[src/rtl/dcc_pkg.sv]
package dcc_pkg;

  localparam int unsigned DataW = 16;
  localparam int unsigned TapsW = 3;
  localparam int unsigned PaddrW = 3;
  localparam int unsigned PdataW = 32;

  localparam logic [TapsW-1:0] TapsReset = 3'd4;

  // register index, taken from paddr[2]
  localparam logic RegTapsInUse = 1'b0;

  typedef enum logic [1:0] {
    CMD_SAMPLE  = 2'd0,
    CMD_WEIGHT  = 2'd1,
    CMD_HISTORY = 2'd2
  } cmd_e;

  typedef struct packed {
    logic [1:0]              command;
    logic [1:0]              batch_index;
    logic [9:0]              channel_index;
    logic [1:0]              tap_index;
    logic signed [DataW-1:0] data_value;
    logic                    last_token;
  } in_req_t;

  typedef struct packed {
    logic signed [DataW-1:0] conv_out;
    logic [1:0]              out_batch;
    logic [9:0]              out_channel;
    logic                    out_last;
    logic                    saturated;
  } out_rsp_t;

  // request tags that ride along with the arithmetic
  typedef struct packed {
    logic [1:0] batch;
    logic [9:0] channel;
    logic       last;
  } meta_t;

endpackage

[src/rtl/dcc_mac.sv]
module dcc_mac import dcc_pkg::*; #(
  parameter int unsigned MaxTaps = 4
) (
  input  logic                    clk_i,
  input  logic                    rst_ni,
  input  logic                    en_i,
  input  logic                    valid_i,
  input  logic signed [DataW-1:0] a_i [MaxTaps],
  input  logic signed [DataW-1:0] w_i [MaxTaps],
  input  meta_t                   meta_i,
  output logic                    valid_o,
  output out_rsp_t                rsp_o
);

  localparam int unsigned ProdW = 2 * DataW;
  localparam int unsigned SumW  = ProdW + $clog2(MaxTaps) + 1;

  logic                    p_valid_q;
  logic signed [ProdW-1:0] prod_q [MaxTaps];
  meta_t                   p_meta_q;

  logic                    o_valid_q;
  out_rsp_t                o_rsp_q, o_rsp_d;

  logic signed [SumW-1:0]  sum;
  logic signed [SumW-1:0]  rnd;

  always_ff @(posedge clk_i or negedge rst_ni) begin
    if (!rst_ni) begin
      p_valid_q <= 1'b0;
      o_valid_q <= 1'b0;
    end else if (en_i) begin
      p_valid_q <= valid_i;
      o_valid_q <= p_valid_q;
    end
  end

  always_ff @(posedge clk_i) begin
    if (en_i) begin
      for (int t = 0; t < MaxTaps; t++) begin
        prod_q[t] <= a_i[t] * w_i[t];
      end
      p_meta_q <= meta_i;
      o_rsp_q  <= o_rsp_d;
    end
  end

  // Q2.14 products: round half up, then clamp to 16 bits
  always_comb begin
    sum = '0;
    for (int t = 0; t < MaxTaps; t++) begin
      sum = sum + SumW'(prod_q[t]);
    end
    rnd = (sum + SumW'(8192)) >>> 14;
    o_rsp_d.out_batch   = p_meta_q.batch;
    o_rsp_d.out_channel = p_meta_q.channel;
    o_rsp_d.out_last    = p_meta_q.last;
    if (rnd > SumW'(32767)) begin
      o_rsp_d.conv_out  = 16'sh7fff;
      o_rsp_d.saturated = 1'b1;
    end else if (rnd < SumW'(-32768)) begin
      o_rsp_d.conv_out  = 16'sh8000;
      o_rsp_d.saturated = 1'b1;
    end else begin
      o_rsp_d.conv_out  = rnd[DataW-1:0];
      o_rsp_d.saturated = 1'b0;
    end
  end

  assign valid_o = o_valid_q;
  assign rsp_o   = o_rsp_q;

endmodule

[config.mk]
export PLATFORM = sky130hd
export DESIGN_NAME = dcc_mac
export DESIGN_NICKNAME = d
export VERILOG_FILES = /design/src/rtl/dcc_pkg.sv /design/src/rtl/dcc_mac.sv
export SDC_FILE = /design/constraint.sdc
export NUM_CORES = 2
export LEC_CHECK = 0
export ABC_CLOCK_PERIOD_IN_PS = 4350
export BUFFER_PORTS_ARGS = -buffer_cell sky130_fd_sc_hd__buf_2
export CAP_MARGIN = 25
export CORE_ASPECT_RATIO = 2
export CORE_MARGIN = 2
export CORE_UTILIZATION = 60
export DETAILED_ROUTE_END_ITERATION = 8
export HOLD_SLACK_MARGIN = 0.02
export PLACE_DENSITY_LB_ADDON = 0.25
export SLEW_MARGIN = 30
export SYNTH_ARGS = -nofsm -noshare
export SYNTH_HDL_FRONTEND = slang
export SYNTH_SLANG_ARGS = --single-unit
export TNS_END_PERCENT = 30
[constraint.sdc]
create_clock -name clk_i -period 4.35 [get_ports clk_i]
set_input_delay 0.435 -clock clk_i [delete_from_list [all_inputs] [get_ports clk_i]]
set_output_delay 0.435 -clock clk_i [all_outputs]
set_load 0.01 [all_outputs]
==> flow_summary.json <==
{
  "synthMostInstantiatedCell": "inv_1",
  "cts_buffers": 17,
  "cp-end-kind": "register",
  "syn_nets": 6620,
  "root_buffer": "clkbuf_16",
  "period_minus_slack_ps": 5840,
  "synth_top_area_share_pct": 46.3,
  "syn_to_final_growth_pct": 23.0,
  "worst-setup-path-type": "primary input to register",
  "cap_violations": 0,
  "cts_buffer_depth": 2,
  "synth_ff_type": "edfxtp_1",
  "synth_edf_count": 171,
  "via_count": 37000,
  "cp.arrival_ps": 6010,
  "grtUsageTotal_pct": 33.0,
  "core_um2": 79300,
  "io-pin-count": 176,
  "grt_pass1_wl_mm": 210,
  "synthArstFlopShare_pct": 1.16,
  "fp-row-count": 146,
  "avgSynthCellArea_um2": 9.67,
  "synth_cell_type_count": 63,
  "synth_area_um2": 48100,
  "fin_ws_ps": -1490,
  "grt_pass1_vias": 42500,
  "hold_class": "primary input to register",
  "post-route-drc-count": 0,
  "worst_slew_pin_slew_ps": 822,
  "timing.slew.headroom_pct": 45.2,
  "clock_sink_count": 173,
  "synth_largest_area_cell": "fa_1",
  "layout.nets": 7460,
  "grt_overflow": 0,
  "clock_skew_ps": 17.0,
  "cts_tree": "built",
  "clk_pin_slew_ps": 80,
  "critPathMostFrequentCell": "fa_1",
  "path_delay_family": "adder cells",
  "dpl_worst_slack_ps": -1990,
  "grt_start_max_net_pins": 89,
  "period_share_pct": 134,
  "ys_seq_area_share_pct": 10.8,
  "setup_viol_count_final": 105,
  "critPathBufInv": 5,
  "synth_commonest_cells": "1338 x inv_1, 1112 x fa_1, 530 x nand2_1",
  "via_per_inst": 5.39,
  "layout-drive-gt1-share_pct": 24.3,
  "drt-initial-drc-count": 1813,
  "ys_warn_count": 0,
  "whs_ps": 161,
  "ys_ff_latch": 173,
  "critPathRequiredTime_ps": 4520,
  "critPathMaxFanout": 7,
  "synthCells": 4972,
  "port_buffers": 175,
  "firstDrtPassIters": 5,
  "rsz0062_at_grt": "true",
  "clock_latency_ps": 450,
  "antenna_found_initial": 6,
  "final_antenna_net_count": 0,
  "failed_checks": "negative setup slack",
  "cts-htree-levels": 4,
  "finalHoldViolCount": 0,
  "dieHeight_um": 404,
  "die-area_um2": 82600,
  "dp_hpwl_mm": 110,
  "start_kind": "primary input",
  "gp_congestion": 0.996,
  "status": "complete, but fails checks",
  "start_util_pct": 60.7,
  "max_stage_delay_ps": 540,
  "routed_wl_mm": 131,
  "ys_top_cells_by_area": "fa_1 46%, edfxtp_1 11%, inv_1 10%",
  "fmax_mhz": 171,
  "die_w_um": 204,
  "wl_per_cell_um": 19.0,
  "crit_chain": "buf_4 -> and2_1 -> fa_1 -> inv_1 -> fa_1 -> fa_1 -> inv_2 -> fa_1 -> fa_1 -> inv_1 -> fa_1 -> inv_2 -> ha_4 -> a21o_1 -> a221o_1 -> a21o_1 -> or3_1 -> a211o_1 -> nand3_2 -> o2111ai_2 -> nand2_1 -> o211ai_1",
  "slowest_stage": "fa_1",
  "drv_slew": 0
}
-- registers in the layout, summed over array words and instances (netlist names) --
| register | cells |
|---|---|
| prod_q | 128 |
| rsp_o | 30 |
| o_rsp_d | 13 |
| p_valid_q | 1 |
| valid_o | 1 |
-- final cells by class --
type	count	area (µm²)
antenna	3	7.51
inverter	1338	5020
sequential	173	5180
fill	5508	20100
clock inverter	14	158
clock buffer	18	429
tap	1036	1300
multi-input combinational	3329	39500
timing repair buffer	953	7610
-- metal layers --
metal	wire length, µm	share of wire [%]	up-vias	global-route usage [%]
met5	46	0.035	-	0
met4	9790	7.5	6	19.8
met3	5000	3.8	541	3.60
met2	74300	57	1146	64.1
met1	41500	32	18900	33.0
li1	-	-	16400	-
-- path summary, 6_finish.rpt --
path | cells past startpoint | endpoint | slack, ps | startpoint
worst max-delay path | 22 | prod_q[2][30] | -1490 | w_i[18]
worst min-delay path | 1 | o_rsp_d[5] | 160 | meta_i[4]
worst max register to register | 16 | rsp_o[16] | -550 | prod_q[1][8]
worst min register to register | 0 | rsp_o[4] | 420 | o_rsp_d[4]
max in group asynchronous | 2 | p_valid_q | 3950 | rst_ni
min in group asynchronous | 2 | valid_o | 310 | rst_ni
-- layout by cell type, fill, tap and decap left out, types with 69 or more instances in the layout --
master,n
and2_1,439
buf_2,85
buf_4,744
buf_6,90
edfxtp_1,171
fa_1,1062
ha_1,339
inv_1,1268
inv_2,69
nand2_1,511
nor2_1,102
xnor2_1,98
-- logic make-up (layout without fill, tap and decap cells) --
group           Yosys count  in the layout  share of synthesized area, %
compound gates          367            367                          4.97
xor+xnor                146            146                          2.66
fa+ha+maj              1503           1503                          56.5
buf+inv                1470           2323                          11.5
flops                   173            173                          10.8
mux                       3              3                        0.0702
other cells               0              3                             0
simple gates           1310           1310                          13.6
-- metrics by stage --
step           cell area [µm²]  utilization (%)  std cells  setup TNS (ps)
6_report                 59200             74.6       6864          -90440
5_1_grt                  59200             74.6       6864         -106270
4_1_cts                  58000             73.2       6839          -85850
3_5_place_dp             55900             70.5       6787         -149920
3_3_place_gp             55900             70.5       6787         -144380
2_1_floorplan            48900                -       4972          -86190
-- timing repair --
action | CTS | global route
gates cloned | 0 | 1
pin swaps | 196 | 166
setup buffers | 25 | 26
hold buffers | 1 | 0
hold endpoints to repair | 2 | 0
endpoints found under the setup margin | 110 | 110
gates resized for setup | 385 | 250
Power is left out: the tool's default activity adds up to more than one toggle a clock period on the data nets, which glitch-free logic cannot reach.
